## src/design/banked_memory_map_decoder_assert.svh

```systemverilog
// Assertion macros for the memory map decoder top module.
// Each macro expects signals named clk and rst_n in the enclosing module.
`ifndef BANKED_MEMORY_MAP_DECODER_ASSERT_SVH
`define BANKED_MEMORY_MAP_DECODER_ASSERT_SVH

// Same-cycle implication, disabled while reset is asserted.
`define BMD_ASSERT_IMP(lbl, ante, cons) \
  lbl: assert property (@(posedge clk) disable iff (!rst_n) (ante) |-> (cons)) \
    else $error("memory map decoder check failed");

// Next-cycle implication, disabled while reset is asserted.
`define BMD_ASSERT_NXT(lbl, ante, cons) \
  lbl: assert property (@(posedge clk) disable iff (!rst_n) (ante) |=> (cons)) \
    else $error("memory map decoder check failed");

`endif

```

## src/design/bmd_pkg.sv

```systemverilog
// Types and constants for the banked memory map decoder.
// No dependencies; every module and interface of the block imports this package.
package bmd_pkg;

  typedef enum logic [3:0] {
    REG_NONE     = 4'd0,
    REG_BOOT     = 4'd1,
    REG_ROM      = 4'd2,
    REG_VRAM     = 4'd3,
    REG_CRAM     = 4'd4,
    REG_WRAM     = 4'd5,
    REG_OAM      = 4'd6,
    REG_VIDEO    = 4'd7,
    REG_INTERNAL = 4'd8,
    REG_BANKCTL  = 4'd9
  } region_t;

  localparam logic CMD_READ  = 1'b0;
  localparam logic CMD_WRITE = 1'b1;

  localparam logic [7:0] CART_MBC1 = 8'd1;

  // Bank controller register select, address bits 14:13 inside ROM space.
  localparam logic [1:0] BSEL_RAM_EN   = 2'd0;
  localparam logic [1:0] BSEL_ROM_LO   = 2'd1;
  localparam logic [1:0] BSEL_BANK_HI  = 2'd2;
  localparam logic [1:0] BSEL_MODE     = 2'd3;

  localparam logic [15:0] ADDR_BOOT_END  = 16'h0100;
  localparam logic [15:0] ADDR_HANDOFF   = 16'h1000;
  localparam logic [15:0] ADDR_ROM0_END  = 16'h4000;
  localparam logic [15:0] ADDR_VRAM      = 16'h8000;
  localparam logic [15:0] ADDR_CRAM      = 16'hA000;
  localparam logic [15:0] ADDR_WRAM      = 16'hC000;
  localparam logic [15:0] ADDR_OAM       = 16'hFE00;
  localparam logic [15:0] ADDR_IO        = 16'hFF00;
  localparam logic [15:0] ADDR_IRQ_FLAG  = 16'hFF0F;
  localparam logic [15:0] ADDR_VIDEO     = 16'hFF40;
  localparam logic [15:0] ADDR_HRAM      = 16'hFF80;
  localparam logic [15:0] ADDR_IRQ_EN    = 16'hFFFF;
  localparam logic [7:0]  OAM_LIMIT      = 8'hA0;
  localparam logic [3:0]  RAM_EN_KEY     = 4'hA;

  localparam int HRAM_IDX_W = 7;

  typedef struct packed {
    logic        command;
    logic [15:0] bus_address;
    logic [7:0]  write_byte;
    logic        pc_at_handoff;
  } in_item_t;

  typedef struct packed {
    region_t     region;
    logic [20:0] phys_offset;
    logic [7:0]  read_byte;
    logic        ram_enabled;
  } result_t;

  typedef struct packed {
    logic       boot;
    logic [6:0] prg_bank;
    logic [1:0] sram_bank;
    logic       ram_en;
    logic       mode;
    logic [7:0] irq_en;
    logic [7:0] irq_flag;
  } bank_state_t;

  typedef struct packed {
    logic                  we;
    logic [HRAM_IDX_W-1:0] idx;
    logic [7:0]            data;
  } hram_wr_t;

endpackage

```

## src/design/bmd_if.sv

```systemverilog
// Valid/ready channel interfaces for the access beats and the result beats.
// Depends on bmd_pkg.
interface bmd_in_if;
  import bmd_pkg::*;
  logic        valid;
  logic        ready;
  logic        command;
  logic [15:0] bus_address;
  logic [7:0]  write_byte;
  logic        pc_at_handoff;

  modport source (output valid, command, bus_address, write_byte, pc_at_handoff,
                  input ready);
  modport sink   (input valid, command, bus_address, write_byte, pc_at_handoff,
                  output ready);
endinterface

interface bmd_out_if;
  import bmd_pkg::*;
  logic        valid;
  logic        ready;
  logic [3:0]  region;
  logic [20:0] phys_offset;
  logic [7:0]  read_byte;
  logic        ram_enabled;

  modport source (output valid, region, phys_offset, read_byte, ram_enabled,
                  input ready);
  modport sink   (input valid, region, phys_offset, read_byte, ram_enabled,
                  output ready);
endinterface

```

## src/design/bmd_hram.sv

```systemverilog
// High RAM store with per-entry valid bits and a registered read port.
// Depends on bmd_pkg for the write request type.
module bmd_hram #(
  parameter int HIGH_RAM_DEPTH = 127
) (
  input  logic                               clk,
  input  logic                               rst_n,
  input  logic                               rd_en,
  input  logic [bmd_pkg::HRAM_IDX_W-1:0]     rd_idx,
  input  bmd_pkg::hram_wr_t                  wr,
  output logic [7:0]                         rdata
);
  import bmd_pkg::*;

  localparam logic [7:0] DEPTH8 = 8'(HIGH_RAM_DEPTH);

  logic [7:0]                mem [HIGH_RAM_DEPTH];
  logic [HIGH_RAM_DEPTH-1:0] vld_r;
  logic [7:0]                mem_q_r;
  logic                      hit_r;
  logic                      fwd_r;
  logic [7:0]                fwd_data_r;
  logic                      rd_in_range;
  logic                      rd_fwd;

  assign rd_in_range = {1'b0, rd_idx} < DEPTH8;
  // A write retiring on the same edge as the read must be seen by the read.
  assign rd_fwd      = wr.we && (wr.idx == rd_idx);

  always_ff @(posedge clk) begin
    if (wr.we) begin
      mem[wr.idx] <= wr.data;
    end
    if (rd_en && rd_in_range) begin
      mem_q_r <= mem[rd_idx];
    end
    if (rd_en) begin
      fwd_data_r <= wr.data;
    end
  end

  always_ff @(posedge clk) begin
    if (!rst_n) begin
      vld_r <= '0;
      hit_r <= 1'b0;
      fwd_r <= 1'b0;
    end else begin
      if (wr.we) begin
        vld_r[wr.idx] <= 1'b1;
      end
      if (rd_en) begin
        hit_r <= rd_in_range && vld_r[rd_idx];
        fwd_r <= rd_in_range && rd_fwd;
      end
    end
  end

  always_comb begin
    priority if (fwd_r) begin
      rdata = fwd_data_r;
    end else if (hit_r) begin
      rdata = mem_q_r;
    end else begin
      rdata = 8'd0;
    end
  end

endmodule

```

## src/design/bmd_decode.sv

```systemverilog
// Address decoder and bank controller next-state logic for one access.
// Depends on bmd_pkg; purely combinational.
module bmd_decode #(
  parameter int HIGH_RAM_DEPTH = 127
) (
  input  bmd_pkg::in_item_t     item,
  input  bmd_pkg::bank_state_t  st,
  input  logic [7:0]            cart_kind,
  input  logic [7:0]            hram_rdata,
  output bmd_pkg::result_t      res,
  output bmd_pkg::bank_state_t  st_nxt,
  output bmd_pkg::hram_wr_t     hwr
);
  import bmd_pkg::*;

  localparam logic [7:0] DEPTH8 = 8'(HIGH_RAM_DEPTH);

  logic [15:0] a;
  logic [7:0]  d;
  logic        wr;
  logic [7:0]  rd;
  logic [4:0]  rom_lo;

  assign a      = item.bus_address;
  assign d      = item.write_byte;
  assign wr     = item.command == CMD_WRITE;
  // Bank zero cannot be selected in the low five bits.
  assign rom_lo = (d[4:0] == 5'd0) ? 5'd1 : d[4:0];

  always_comb begin
    st_nxt          = st;
    hwr             = '0;
    hwr.idx         = a[HRAM_IDX_W-1:0];
    hwr.data        = d;
    rd              = 8'd0;
    res.region      = REG_NONE;
    res.phys_offset = 21'd0;

    priority if (a < ADDR_VRAM) begin
      if (wr) begin
        res.region = REG_BANKCTL;
        if (cart_kind == CART_MBC1) begin
          unique case (a[14:13])
            BSEL_RAM_EN:  st_nxt.ram_en = d[3:0] == RAM_EN_KEY;
            BSEL_ROM_LO:  st_nxt.prg_bank = {st.prg_bank[6:5], rom_lo};
            BSEL_BANK_HI: begin
              if (st.mode) begin
                st_nxt.sram_bank = d[1:0];
              end else begin
                st_nxt.prg_bank = {d[1:0], st.prg_bank[4:0]};
              end
            end
            BSEL_MODE:    st_nxt.mode = d[0];
            default:      st_nxt = st;
          endcase
        end
      end else if (st.boot && a < ADDR_BOOT_END) begin
        res.region      = REG_BOOT;
        res.phys_offset = 21'(a);
      end else if (a < ADDR_ROM0_END) begin
        // Reading past the boot image at handoff time drops the overlay.
        if (a < ADDR_HANDOFF && st.boot && item.pc_at_handoff) begin
          st_nxt.boot = 1'b0;
        end
        res.region      = REG_ROM;
        res.phys_offset = 21'(a);
      end else begin
        res.region      = REG_ROM;
        res.phys_offset = {st.prg_bank, a[13:0]};
      end
    end else if (a < ADDR_CRAM) begin
      res.region      = REG_VRAM;
      res.phys_offset = 21'(a[12:0]);
    end else if (a < ADDR_WRAM) begin
      res.region      = REG_CRAM;
      res.phys_offset = 21'({st.sram_bank, a[12:0]});
    end else if (a < ADDR_OAM) begin
      res.region      = REG_WRAM;
      res.phys_offset = 21'(a[12:0]);
    end else if (a < ADDR_IO) begin
      if (a[7:0] < OAM_LIMIT) begin
        res.region      = REG_OAM;
        res.phys_offset = 21'(a[7:0]);
      end
    end else if (a == ADDR_IRQ_EN) begin
      res.region = REG_INTERNAL;
      if (wr) begin
        st_nxt.irq_en = d;
      end else begin
        rd = st.irq_en;
      end
    end else if (a >= ADDR_HRAM) begin
      res.region = REG_INTERNAL;
      // The store already returns zero for indexes beyond its depth.
      hwr.we     = wr && ({1'b0, a[HRAM_IDX_W-1:0]} < DEPTH8);
      rd         = hram_rdata;
    end else if (a >= ADDR_VIDEO) begin
      res.region      = REG_VIDEO;
      res.phys_offset = 21'(a[7:0]);
    end else if (a == ADDR_IRQ_FLAG) begin
      res.region = REG_INTERNAL;
      if (wr) begin
        st_nxt.irq_flag = d;
      end else begin
        rd = st.irq_flag;
      end
    end else begin
      res.region = REG_NONE;
    end

    res.read_byte   = wr ? 8'd0 : rd;
    res.ram_enabled = st_nxt.ram_en;
  end

endmodule

```

## src/design/banked_memory_map_decoder.sv

```systemverilog
// Channel     Dir  Payload                                              Beat when
// in_bus      in   command, bus_address, write_byte, pc_at_handoff      valid && ready
// out_bus     out  region, phys_offset, read_byte, ram_enabled          valid && ready
// cfg_we/wd   in   cartridge_kind byte                                  cfg_we high
//
// One access per cycle while the output is not stalled: an input register, one
// pass of decode logic, a result register. The high RAM read is issued at the
// input beat and registered, with a bypass for a write retiring on the same
// edge. Reset is synchronous; high RAM reads as zero through per-entry valid
// bits, so no clearing pass is needed. A stalled output holds the input stage;
// a new beat is still taken whenever the held item moves on in the same cycle.
// Depends on bmd_pkg, the channel interfaces, bmd_hram, bmd_decode and the assertion macros.
module banked_memory_map_decoder #(
  parameter int HIGH_RAM_DEPTH = 127
) (
  input  logic       clk,
  input  logic       rst_n,
  bmd_in_if.sink     in_bus,
  bmd_out_if.source  out_bus,
  input  logic       cfg_we,
  input  logic [7:0] cfg_wdata
);
  import bmd_pkg::*;
  `include "banked_memory_map_decoder_assert.svh"

  in_item_t     item_r;
  logic         s1_v_r;
  result_t      out_res_r;
  logic         out_v_r;
  bank_state_t  st_r;
  logic [7:0]   cart_kind_r;

  in_item_t     in_item;
  result_t      res;
  bank_state_t  st_nxt;
  hram_wr_t     hwr;
  hram_wr_t     hwr_gated;
  logic [7:0]   hram_rdata;
  logic         advance;
  logic         in_fire;

  assign advance      = s1_v_r && (!out_v_r || out_bus.ready);
  assign in_bus.ready = !s1_v_r || advance;
  assign in_fire      = in_bus.valid && in_bus.ready;

  assign in_item.command       = in_bus.command;
  assign in_item.bus_address   = in_bus.bus_address;
  assign in_item.write_byte    = in_bus.write_byte;
  assign in_item.pc_at_handoff = in_bus.pc_at_handoff;

  always_comb begin
    hwr_gated    = hwr;
    hwr_gated.we = hwr.we && advance;
  end

  bmd_hram #(
    .HIGH_RAM_DEPTH (HIGH_RAM_DEPTH)
  ) u_hram (
    .clk    (clk),
    .rst_n  (rst_n),
    .rd_en  (in_fire),
    .rd_idx (in_bus.bus_address[HRAM_IDX_W-1:0]),
    .wr     (hwr_gated),
    .rdata  (hram_rdata)
  );

  bmd_decode #(
    .HIGH_RAM_DEPTH (HIGH_RAM_DEPTH)
  ) u_decode (
    .item       (item_r),
    .st         (st_r),
    .cart_kind  (cart_kind_r),
    .hram_rdata (hram_rdata),
    .res        (res),
    .st_nxt     (st_nxt),
    .hwr        (hwr)
  );

  always_ff @(posedge clk) begin
    if (in_fire) begin
      item_r <= in_item;
    end
    if (advance) begin
      out_res_r <= res;
    end
  end

  always_ff @(posedge clk) begin
    if (!rst_n) begin
      s1_v_r      <= 1'b0;
      out_v_r     <= 1'b0;
      cart_kind_r <= 8'd0;
      st_r        <= '{boot: 1'b1, prg_bank: 7'd1, sram_bank: 2'd0, ram_en: 1'b0,
                       mode: 1'b0, irq_en: 8'd0, irq_flag: 8'd0};
    end else begin
      if (in_fire) begin
        s1_v_r <= 1'b1;
      end else if (advance) begin
        s1_v_r <= 1'b0;
      end
      if (advance) begin
        out_v_r <= 1'b1;
        st_r    <= st_nxt;
      end else if (out_bus.ready) begin
        out_v_r <= 1'b0;
      end
      if (cfg_we) begin
        cart_kind_r <= cfg_wdata;
      end
    end
  end

  assign out_bus.valid       = out_v_r;
  assign out_bus.region      = out_res_r.region;
  assign out_bus.phys_offset = out_res_r.phys_offset;
  assign out_bus.read_byte   = out_res_r.read_byte;
  assign out_bus.ram_enabled = out_res_r.ram_enabled;

  `BMD_ASSERT_IMP(a_rom_bank_lo_nonzero, 1'b1, st_r.prg_bank[4:0] != 5'd0)
  `BMD_ASSERT_NXT(a_boot_stays_off, !st_r.boot, !st_r.boot)
  `BMD_ASSERT_NXT(a_advance_fills_out, advance, out_v_r)
  `BMD_ASSERT_NXT(a_bank_locked, advance && cart_kind_r != CART_MBC1,
                  st_r.prg_bank == $past(st_r.prg_bank) && st_r.mode == $past(st_r.mode))

endmodule

```

## src/flat_wrapper.sv

```systemverilog
// flat-port wrapper written by rule: the top's interface ports become plain ports
module banked_memory_map_decoder_flat import bmd_pkg::*;
#(
  parameter int HIGH_RAM_DEPTH = 127
)
  (clk, rst_n, cfg_we, cfg_wdata, in_bus_valid, in_bus_command, in_bus_bus_address, in_bus_write_byte, in_bus_pc_at_handoff, in_bus_ready, out_bus_valid, out_bus_region, out_bus_phys_offset, out_bus_read_byte, out_bus_ram_enabled, out_bus_ready);
  bmd_in_if in_bus_i ();
  bmd_out_if out_bus_i ();
  input  logic clk;
  input  logic rst_n;
  input  logic cfg_we;
  input  logic [7:0] cfg_wdata;
  input wire logic [$bits(in_bus_i.valid)-1:0] in_bus_valid;
  input wire logic [$bits(in_bus_i.command)-1:0] in_bus_command;
  input wire logic [$bits(in_bus_i.bus_address)-1:0] in_bus_bus_address;
  input wire logic [$bits(in_bus_i.write_byte)-1:0] in_bus_write_byte;
  input wire logic [$bits(in_bus_i.pc_at_handoff)-1:0] in_bus_pc_at_handoff;
  output wire logic [$bits(in_bus_i.ready)-1:0] in_bus_ready;
  output wire logic [$bits(out_bus_i.valid)-1:0] out_bus_valid;
  output wire logic [$bits(out_bus_i.region)-1:0] out_bus_region;
  output wire logic [$bits(out_bus_i.phys_offset)-1:0] out_bus_phys_offset;
  output wire logic [$bits(out_bus_i.read_byte)-1:0] out_bus_read_byte;
  output wire logic [$bits(out_bus_i.ram_enabled)-1:0] out_bus_ram_enabled;
  input wire logic [$bits(out_bus_i.ready)-1:0] out_bus_ready;
  assign in_bus_i.valid = in_bus_valid;
  assign in_bus_i.command = in_bus_command;
  assign in_bus_i.bus_address = in_bus_bus_address;
  assign in_bus_i.write_byte = in_bus_write_byte;
  assign in_bus_i.pc_at_handoff = in_bus_pc_at_handoff;
  assign in_bus_ready = in_bus_i.ready;
  assign out_bus_valid = out_bus_i.valid;
  assign out_bus_region = out_bus_i.region;
  assign out_bus_phys_offset = out_bus_i.phys_offset;
  assign out_bus_read_byte = out_bus_i.read_byte;
  assign out_bus_ram_enabled = out_bus_i.ram_enabled;
  assign out_bus_i.ready = out_bus_ready;
  banked_memory_map_decoder #(.HIGH_RAM_DEPTH(HIGH_RAM_DEPTH)) u_core (.clk(clk), .rst_n(rst_n), .in_bus(in_bus_i), .out_bus(out_bus_i), .cfg_we(cfg_we), .cfg_wdata(cfg_wdata));
endmodule
```

## config.mk

```make
export PLATFORM = sky130hd
export DESIGN_NAME = banked_memory_map_decoder_flat
export DESIGN_NICKNAME = d
export VERILOG_FILES = /design/src/design/bmd_pkg.sv /design/src/design/bmd_if.sv /design/src/design/bmd_hram.sv /design/src/design/bmd_decode.sv /design/src/design/banked_memory_map_decoder.sv /design/src/flat_wrapper.sv
export VERILOG_INCLUDE_DIRS = /design/src /design/src/design
export SDC_FILE = /design/constraint.sdc
export NUM_CORES = 1
export LEC_CHECK = 0
export BUFFER_PORTS_ARGS = -buffer_cell sky130_fd_sc_hd__buf_2
export CELL_PAD_IN_SITES_DETAIL_PLACEMENT = 0
export CELL_PAD_IN_SITES_GLOBAL_PLACEMENT = 2
export CORE_MARGIN = 2
export CORE_UTILIZATION = 44
export CTS_CLUSTER_DIAMETER = 60
export DETAILED_ROUTE_END_ITERATION = 10
export GPL_ROUTABILITY_DRIVEN = 1
export PLACE_DENSITY_LB_ADDON = 0.25
export SLEW_MARGIN = 0
export SYNTH_ARGS = -nofsm -noshare
export SYNTH_HDL_FRONTEND = slang
export SYNTH_SLANG_ARGS = --single-unit
```

## constraint.sdc

```tcl
create_clock -name clk -period 2.52 [get_ports clk]
set_clock_uncertainty 0.05 [all_clocks]
set_input_delay 0.378 -clock clk [delete_from_list [all_inputs] [get_ports clk]]
set_output_delay 0.378 -clock clk [all_outputs]
set_load 0.05 [all_outputs]
```

==> results.cfg, run 1 <==
[outcome]
status = finished, final reports clean

[placed_design]
hpwl_mm = 89.1
dpl_cell_area_sq_mm = 0.0545
port_buffers = 74
place_ws_ps = -907
place.gp.congestion = 0.866

[synthesis]
synth_top_family_by_area = multiplexers
synth_compound_area_share_pct = 4.21
synthMuxAreaShare_pct = 15.5
synth.avg_cell_area_sq_um = 19.0
synthSimpleGateAreaFrac_pct = 4.74
synth-async-reset-ratio_pct = 0
synthesis.nets = 2614
synth-xor-area-share_pct = 0.125
syn-cell-area_sq_mm = 0.0490
synth-warning-count = 0
yosysSeqAreaShare_pct = 73.8
synth-seq-cells = 1259
synth_top_flop_cell = edfxtp_1
synth.top_cells.by_area = edfxtp_1, mux4_2, dfxtp_1
postSynthCellCount = 2575
netlist.area_leader.share_pct = 67.0
synth_top_area_cell = edfxtp_1
synthAdderAreaFrac_pct = 0
synth.distinct_cells = 66
synth_edf_count = 1092

[detailed_routing]
drt-initial-drc-count = 2968
first_pass_iters = 6
vias = 27000
drc = 0
wirelength_mm = 135
ant_nets = 0
wl_per_cell_um = 28.6
viasPerCell = 5.72

[sta]
rsz0062_at_grt = true
period_share_pct = 99.5
fmax_ghz = 0.399
setup_viol = 0
final.setup.worst_slack_ps = 12.4
slew_viol_final = 0
hold_viol = 0
slew_headroom_pct = 44.2
period_needed_ps = 2510
max_slew.worst_pin.slew_ps = 831

[layout]
nNetsFinal = 3148
fin_area_sq_mm = 0.0594
syn_to_final_growth_pct = 21.4
drive_gt1_share_pct = 32.7
antenna_cells = 0

[worst_hold_path]
hold_path_depth = 3
holdCritStartpoint = cfg_we
holdPathEnd = u_core.cart_kind_r[6]
hold_class = input pin to flop

[floorplanning]
dieArea_sq_mm = 0.114
initial_core_util_pct = 44.3
ios = 75
die_w_um = 338
core_sq_mm = 0.111
rows = 122
chipHeight_um = 338

[cts]
numCtsBuffers = 138
htree_num_levels = 4
root_buffer = clkbuf_16
cts_max_path_buffers = 3
cts_sinks = 1259
tritoncts = done
cts.clk_slew.worst_paths_ps = 60
clk_latency_ps = 750

[setup_path]
reg2reg_slack_ps = 10
crit_top_cell = mux4_2
cp-start-kind = flop
worstPathRequired_ps = 2930
crit_family = multiplexers
crit_arrival_ps = 2920
path_cells = mux4_2 -> mux4_2 -> o211ai_1 -> nand4_1
r2r-start = u_core.u_hram.mem[60][4]
path_buf_inv = 0
critPathKind = flop to flop
critPathMaxStageDelay_ps = 610
critPathLaunch = u_core.u_hram.mem[60][4]
r2r-end = u_core.u_hram.mem_q_r[4]
cp_max_fo = 1
crit_slowest_cell = o211ai_1
critPathCaptureType = flop
rr_worst_depth = 4

[pwr]
cellPowerDensity_mw_per_mm2 = 766
vdd_ir_drop_max_v = 0.000553
total_power_mw = 45.5
leakage_nw = 20.0

[run]
drv_cap = 0

[global_routing]
grt.overflow.total = 0
grt_pass1_vias = 27500
track_usage_pct = 24.0
grt_max_degree = 131
grt_pass1_wl_mm = 194
grt_antenna_before_repair = 3
## metrics by stage
stage	util [%]	hold WS, ps	setup TNS, ps	std cells
2_1_floorplan	-	383	-84.1	2575
3_3_place_gp	49.3	391	-7450	4418
3_5_place_dp	49.3	398	-6470	4418
4_1_cts	53.7	5.53	0	4704
5_1_grt	53.8	34.5	-97.7	4710
6_report	53.8	51.7	0	4710
## power breakdown
group / internal, mW / switching, mW
logic: 1.02 / 1.60
registers: 22.7 / 0.0664
clock network: 11.9 / 8.14
total: 35.7 / 9.81
## logic make-up after synthesis
group           Yosys count
xor+xnor                  7
compound gates          280
simple gates            471
buf+inv                 162
flops                  1259
mux                     396
## layout make-up
cell class	instances	area, sq um
Clock buffer	191	3880
Clock inverter	62	669
Fill cell	8780	51100
Inverter	10	43.8
Multi-Input combinational cell	1154	12100
Sequential cell	1259	36100
Tap cell	1488	1860
Timing Repair Buffer	546	4780
## synthesized netlist by cell type (27+ instances only)
cell type	instances
a22oi_1	27
buf_2	52
clkbuf_1	68
dfxtp_1	167
edfxtp_1	1092
mux2i_1	102
mux4_2	289
nand2_1	112
nand3_1	36
nor2_1	166
nor2b_1	53
o21a_1	127
## tightest hold or removal path: stages
cell     delay (ps)
buf_2           180
mux2i_1         170
nor2b_1          60
## worst max path at each step
| stage | endpoint | slack [ps] | cells past startpoint |
|---|---|---|---|
| final | u_core.u_hram.mem_q_r[4] | 10 | 4 |
| after floorplan | u_core.st_r[17] | -70 | 3 |
| after global routing | u_core.u_hram.mem_q_r[4] | -100 | 4 |
| after global placement | u_core.u_hram.mem_q_r[7] | -920 | 11 |
| after CTS | u_core.u_hram.mem[29][7] | 2 | 7 |
| after detailed placement | u_core.u_hram.mem_q_r[7] | -910 | 11 |
## registers in the layout (all words and copies together), names as in the netlist
register	count
u_core.cart_kind_r	8
u_core.item_r	26
u_core.out_bus.phys_offset	21
u_core.out_bus.ram_enabled	1
u_core.out_bus.read_byte	8
u_core.out_bus.region	4
u_core.out_bus.valid	1
u_core.s1_v_r	1
u_core.st_r	28
u_core.u_hram.fwd_data_r	8
u_core.u_hram.fwd_r	1
u_core.u_hram.hit_r	1
u_core.u_hram.mem	1016
u_core.u_hram.mem_q_r	8
u_core.u_hram.vld_r	127
## cells in the final DEF (no fill, tap or decap), drive strengths merged, types with 18 or more instances in the layout
cell type	n
and3	19
o21a	127
clkbuf	191
a32oi	19
a21oi	18
nor2	168
clkinv	40
a22oi	27
edfxtp	1092
dlygate4sd3	31
nand4	20
buf	515
nand2	112
nand3	46
o21ai	21
dfxtp	167
mux4	289
nor2b	53
mux2i	102
## metal layers
layer | GRT usage [%] | vias to the layer above | share of wire (%)
met5 | 0 | - | 0
met4 | 7.81 | 0 | 3.1
met3 | 4.41 | 216 | 7.0
met2 | 38.4 | 1022 | 48
met1 | 33.3 | 14200 | 42
li1 | - | 11500 | -
## timing repair
action                                  4_1_cts  5_1_grt
gates resized for setup                       3        6
hold endpoints to repair                     41        0
setup buffers                                 2        6
endpoints found under the setup margin       59      126
pin swaps                                     2        6
hold buffers                                 31        0
(Power assumes the default switching activity.)
==> run 2: changes to the inputs <==
Settings changed: CORE_UTILIZATION 44 to 28.
==> run 2 against run 1 <==
  * Sequential share of layout area fell by 1.7 points
  * Setup slack improved by 40 ps
  * Utilization fell by 19 points
  * Combinational power rose by 4%
  * Maximum frequency rose by 1.6%
  * Worst hold slack improved by 70 ps
  * Via count fell by 0.58%
  * Final cell count rose by 19%
  * First-iteration DRC count fell by 8.1%
  * Clock-buffer cell count rose by 6
  * Highest routed layer unchanged
==> results.cfg, run 2 (same netlist as run 1, synthesis figures left out) <==
[global_routing]
grt_max_degree = 131
grt.overflow.total = 0
grt_pass1_wl_mm = 211
grt_pass1_vias = 28200
track_usage_pct = 16.5
grt_antenna_before_repair = 4

[placed_design]
place.gp.congestion = 0.851
hpwl_mm = 101
dpl_cell_area_sq_mm = 0.0556
port_buffers = 74
place_ws_ps = -843

[sta]
fin_setup_tns_ps = 0
period_needed_ps = 2470
hold_viol = 0
rsz0062_at_grt = false
final.setup.worst_slack_ps = 52.0
fmax_ghz = 0.405
setup_viol = 0
period_share_pct = 97.9
slew_headroom_pct = 41.3
slew_viol_final = 0
max_slew.worst_pin.slew_ps = 879

[layout]
syn_to_final_growth_pct = 24.9
largestRegisters = u_core.u_hram.mem: 1016 flops, u_core.u_hram.vld_r: 127 flops, u_core.st_r: 28 flops
largest_register = u_core.u_hram.mem
final_common_cell = edfxtp_1
fill_cells = 16400
nNetsFinal = 3189
largest_reg_flops = 1016
drive_gt1_share_pct = 33.7
mostFrequentLayoutCells = edfxtp_1, buf_4, mux4_2
fin_area_sq_mm = 0.0612

[setup_path]
critPathCaptureType = flop
critPathKind = input pin to flop
crit_arrival_ps = 3060
cp-start-kind = input pin
cp_max_fo = 17
reg2reg_slack_ps = 90
worstPathRequired_ps = 3110

[detailed_routing]
drt-initial-drc-count = 2727
wirelength_mm = 147
wl_per_cell_um = 26.3
drc = 0
vias = 26800
ant_nets = 0
viasPerCell = 4.78
first_pass_iters = 7

[cts]
cts_sinks = 1259
cts_max_path_buffers = 3
tritoncts = done
cts.clk_slew.worst_paths_ps = 60
numCtsBuffers = 149
root_buffer = clkbuf_16
clk_latency_ps = 770
htree_num_levels = 4

[floorplanning]
die_w_um = 422
core_sq_mm = 0.174
dieArea_sq_mm = 0.178
chipHeight_um = 422
ios = 75
rows = 153
initial_core_util_pct = 28.2

[pwr]
vdd_ir_drop_max_v = 0.000487
leakage_nw = 20.4
cellPowerDensity_mw_per_mm2 = 778

[worst_hold_path]
hold_class = input pin to flop

[run]
drv_cap = 0

[outcome]
status = finished, final reports clean
[run 2: path summary, 6_finish.rpt]
check                                 start                  endpoint  cells past startpoint
setup reg to reg  u_core.u_hram.mem[123][1]  u_core.u_hram.mem_q_r[1]                      7
hold / removal        in_bus_bus_address[6]         u_core.item_r[15]                      2
setup / recovery      in_bus_bus_address[0]       u_core.u_hram.hit_r                     10
hold reg to reg     u_core.u_hram.vld_r[82]   u_core.u_hram.vld_r[82]                      1
[run 2: cell type report]
class	instances	area, sq um	area share [%]
Antenna cell	2	5.00	0.00818
Clock buffer	197	4170	6.81
Clock inverter	81	938	1.53
Inverter	10	43.8	0.0716
Multi-Input combinational cell	1154	12100	19.7
Sequential cell	1259	36100	59.1
Tap cell	2325	2910	4.76
Timing Repair Buffer	576	4900	8.02
[run 2: per-layer routing]
| layer | track usage [%] | vias up | routed length, um |
|---|---|---|---|
| met5 | 0 | - | 0 |
| met4 | 5.34 | 0 | 4300 |
| met1 | 22.0 | 14200 | 64000 |
| met3 | 3.75 | 202 | 8970 |
| li1 | - | 11600 | - |
| met2 | 26.7 | 818 | 70100 |
[run 2: stage by stage]
step	hold WS, ps	instances	total power [mW]	utilization, %
final	122	5604	47.6	35.2
after global routing	74.0	5602	49.2	35.2
after floorplan	383	2575	24.6	-
after global placement	392	5280	25.9	32.0
after detailed placement	397	5280	26.0	32.0
after CTS	68.3	5598	48.2	35.2
[run 2: critical path, stage by stage]
cell	delay (ps)
buf_8	270
buf_4	320
buf_12	190
mux4_2	520
mux2i_1	230
buf_4	160
nor3b_1	40
a31o_2	220
nor4_1	520
a211oi_1	160
[run 2: timing repair]
| item | 4_1_cts | 5_1_grt |
|---|---|---|
| endpoints found under the hold margin | 48 | 0 |
| setup buffers | 1 | 4 |
| hold buffers | 39 | 0 |
| gates resized for setup | 1 | 3 |
| cloned | 0 | 0 |
| pin swaps | 1 | 2 |
| endpoints found under the setup margin | 21 | 121 |
[run 2: power breakdown]
| group | switching (mW) | internal [mW] |
|---|---|---|
| Combinational | 1.67 | 1.06 |
| Sequential | 0.0778 | 22.7 |
| Clock | 8.91 | 13.1 |
==> run 3: changes to the inputs <==
Settings changed: CORE_ASPECT_RATIO set to 1.4.
==> run 3 against run 2 <==
  * Clock power shrank 9.5%
  * Routed wire length up 2.8%
  * Critical endpoint is now u_core.u_hram.mem_q_r[2]
  * Sequential cell count unchanged
  * Utilization down 0.14 points
  * Global-route usage up 0.40 points
  * Setup slack improved by 37 ps
  * Largest cell class unchanged
  * Design area shrank 0.47%
  * Sequential share of layout area up 0.28 points
  * Combinational power up 3%
  * Via count hardly changed
  * Clock-buffer cell count decreased by 36
  * Power is 4.3% lower
==> results.cfg, run 3 (same netlist as run 1, synthesis figures left out) <==
[floorplanning]
core_sq_mm = 0.174
die_w_um = 357
initial_core_util_pct = 28.2
rows = 181
ios = 75
dieArea_sq_mm = 0.178
chipHeight_um = 499

[global_routing]
grt.overflow.total = 0
grt_antenna_before_repair = 5
grt_pass1_vias = 28400
grt_max_degree = 138
track_usage_pct = 16.9
grt_pass1_wl_mm = 214

[sta]
slew_headroom_pct = 24.7
hold_viol = 0
slew_viol_final = 0
rsz0062_at_grt = false
period_needed_ps = 2430
fmax_ghz = 0.411
max_slew.worst_pin.slew_ps = 1100
period_share_pct = 96.5
setup_viol = 0

[cts]
numCtsBuffers = 130
cts_max_path_buffers = 3
tritoncts = done
root_buffer = clkbuf_16
cts.clk_slew.worst_paths_ps = 60
clk_latency_ps = 760
htree_num_levels = 4
cts_sinks = 1259

[detailed_routing]
vias = 26800
wirelength_mm = 152
wl_per_cell_um = 27.3
drt-initial-drc-count = 2028
first_pass_iters = 5
viasPerCell = 4.82
ant_nets = 0
drc = 0

[layout]
drive_gt1_share_pct = 33.6
largestRegisters = u_core.u_hram.mem: 1016 flops, u_core.u_hram.vld_r: 127 flops, u_core.st_r: 28 flops
fill_cells = 16300
final_common_cell = edfxtp_1
nNetsFinal = 3201
instances_no_fill = 5557
syn_to_final_growth_pct = 24.3
largest_reg_flops = 1016
mostFrequentLayoutCells = edfxtp_1, buf_4, mux4_2
largest_register = u_core.u_hram.mem

[placed_design]
hpwl_mm = 105
place.gp.congestion = 0.846
place_inst = 5270
port_buffers = 74

[setup_path]
r2r-end = u_core.u_hram.mem_q_r[2]
r2r-start = u_core.u_hram.mem[67][2]
cp-start-kind = flop
reg2reg_slack_ps = 90
worstPathRequired_ps = 2970
crit_top_cell = mux4_2
path_cells = mux4_2 -> mux4_2 -> a32oi_2 -> o31ai_1 -> a21oi_1 -> o21ai_1
critPathKind = flop to flop
critPathCaptureType = flop
crit_arrival_ps = 2880
crit_family = multiplexers
path_buf_inv = 0
cp_max_fo = 1
crit_slowest_cell = mux4_2
critPathMaxStageDelay_ps = 510
rr_worst_depth = 6

[outcome]
status = finished, final reports clean

[worst_hold_path]
holdCritStartpoint = in_bus_bus_address[5]
hold_path_depth = 2
holdPathEnd = u_core.item_r[14]
hold_class = input pin to flop

[pwr]
total_power_mw = 45.6
leakage_nw = 20.2
cellPowerDensity_mw_per_mm2 = 749
vdd_ir_drop_max_v = 0.000566

[run]
drv_cap = 0
==> run 3: changes by cell type in the layout (fill, tap and decap cells not counted), moves of 4 or more <==
cell        delta
clkbuf_16     -23
buf_12        +18
clkbuf_8      -10
buf_4          +9
bufinv_16      +5
inv_16         -5
clkinv_2       -4
clkinvlp_4     +4
==> run 3: final cells by class <==
cell class | instances | area, sq um | area share (%)
well taps | 2287 | 2860 | 4.70
repair buffers | 607 | 5370 | 8.83
diodes | 2 | 5.00 | 0.00822
flip-flops and latches | 1259 | 36100 | 59.4
inverters | 10 | 43.8 | 0.0719
multi-input cells | 1154 | 12100 | 19.8
clock buffers | 161 | 3440 | 5.65
clock inverters | 77 | 945 | 1.55
==> run 3: repair_timing <==
item / in CTS / in global routing
hold buffers: 42 / 0
endpoints found under the hold margin: 50 / 0
buffers inserted: 2 / 3
gates resized for setup: 1 / 4
pin swaps: 2 / 1
setup endpoints to repair: 75 / 65
==> run 3: report_power, final <==
| part | internal, mW | switching [mW] | leakage [nW] |
|---|---|---|---|
| combinational | 1.13 | 1.69 | 6.91 |
| clock | 11.7 | 8.30 | 2.13 |
| sequential | 22.7 | 0.0745 | 11.2 |
| total | 35.5 | 10.1 | 20.2 |
==> run 3: per-layer routing <==
metal  GRT usage [%]  part of all wire (%)  vias to the layer above
li1                -                     -                    11600
met1            19.8                    39                    14400
met2            31.3                    54                      638
met3            2.27                   3.5                      187
met4            6.04                   3.4                        2
met5               0                0.0086                        -
==> run 3: how the worst max path moves through the flow <==
stage                                   from                        end  slack [ps]  cells past startpoint
floorplan                   u_core.item_r[1]            u_core.st_r[17]         -70                      3
global placement       in_bus_bus_address[1]   u_core.u_hram.mem_q_r[1]        -650                      9
detailed placement     in_bus_bus_address[0]   u_core.u_hram.mem_q_r[7]        -600                      7
CTS                 u_core.u_hram.mem[56][2]   u_core.u_hram.mem_q_r[2]          50                      6
global route               u_core.item_r[18]  u_core.u_hram.mem[113][4]          20                      9
finish              u_core.u_hram.mem[67][2]   u_core.u_hram.mem_q_r[2]          90                      6
==> run 3: worst reg2reg max path, cell delays in order (launching register included) <==
cell and delay (ps):
edfxtp_1 390, mux4_2 510, mux4_2 510, a32oi_2 290
o31ai_1 150, a21oi_1 190, o21ai_1 90
==> run 3: per-stage QoR <==
step	TNS, ps	setup slack [ps]	hold WS (ps)	utilization [%]	area, sq um
detailed placement	-5920	-599	398	32.2	56000
finish	0	89.5	178	35.0	60900
CTS	0	50.8	122	35.0	60800
global placement	-5800	-652	391	32.2	56000
global route	0	21.0	136	35.0	60900
floorplan	-84.1	-65.3	383	-	49000
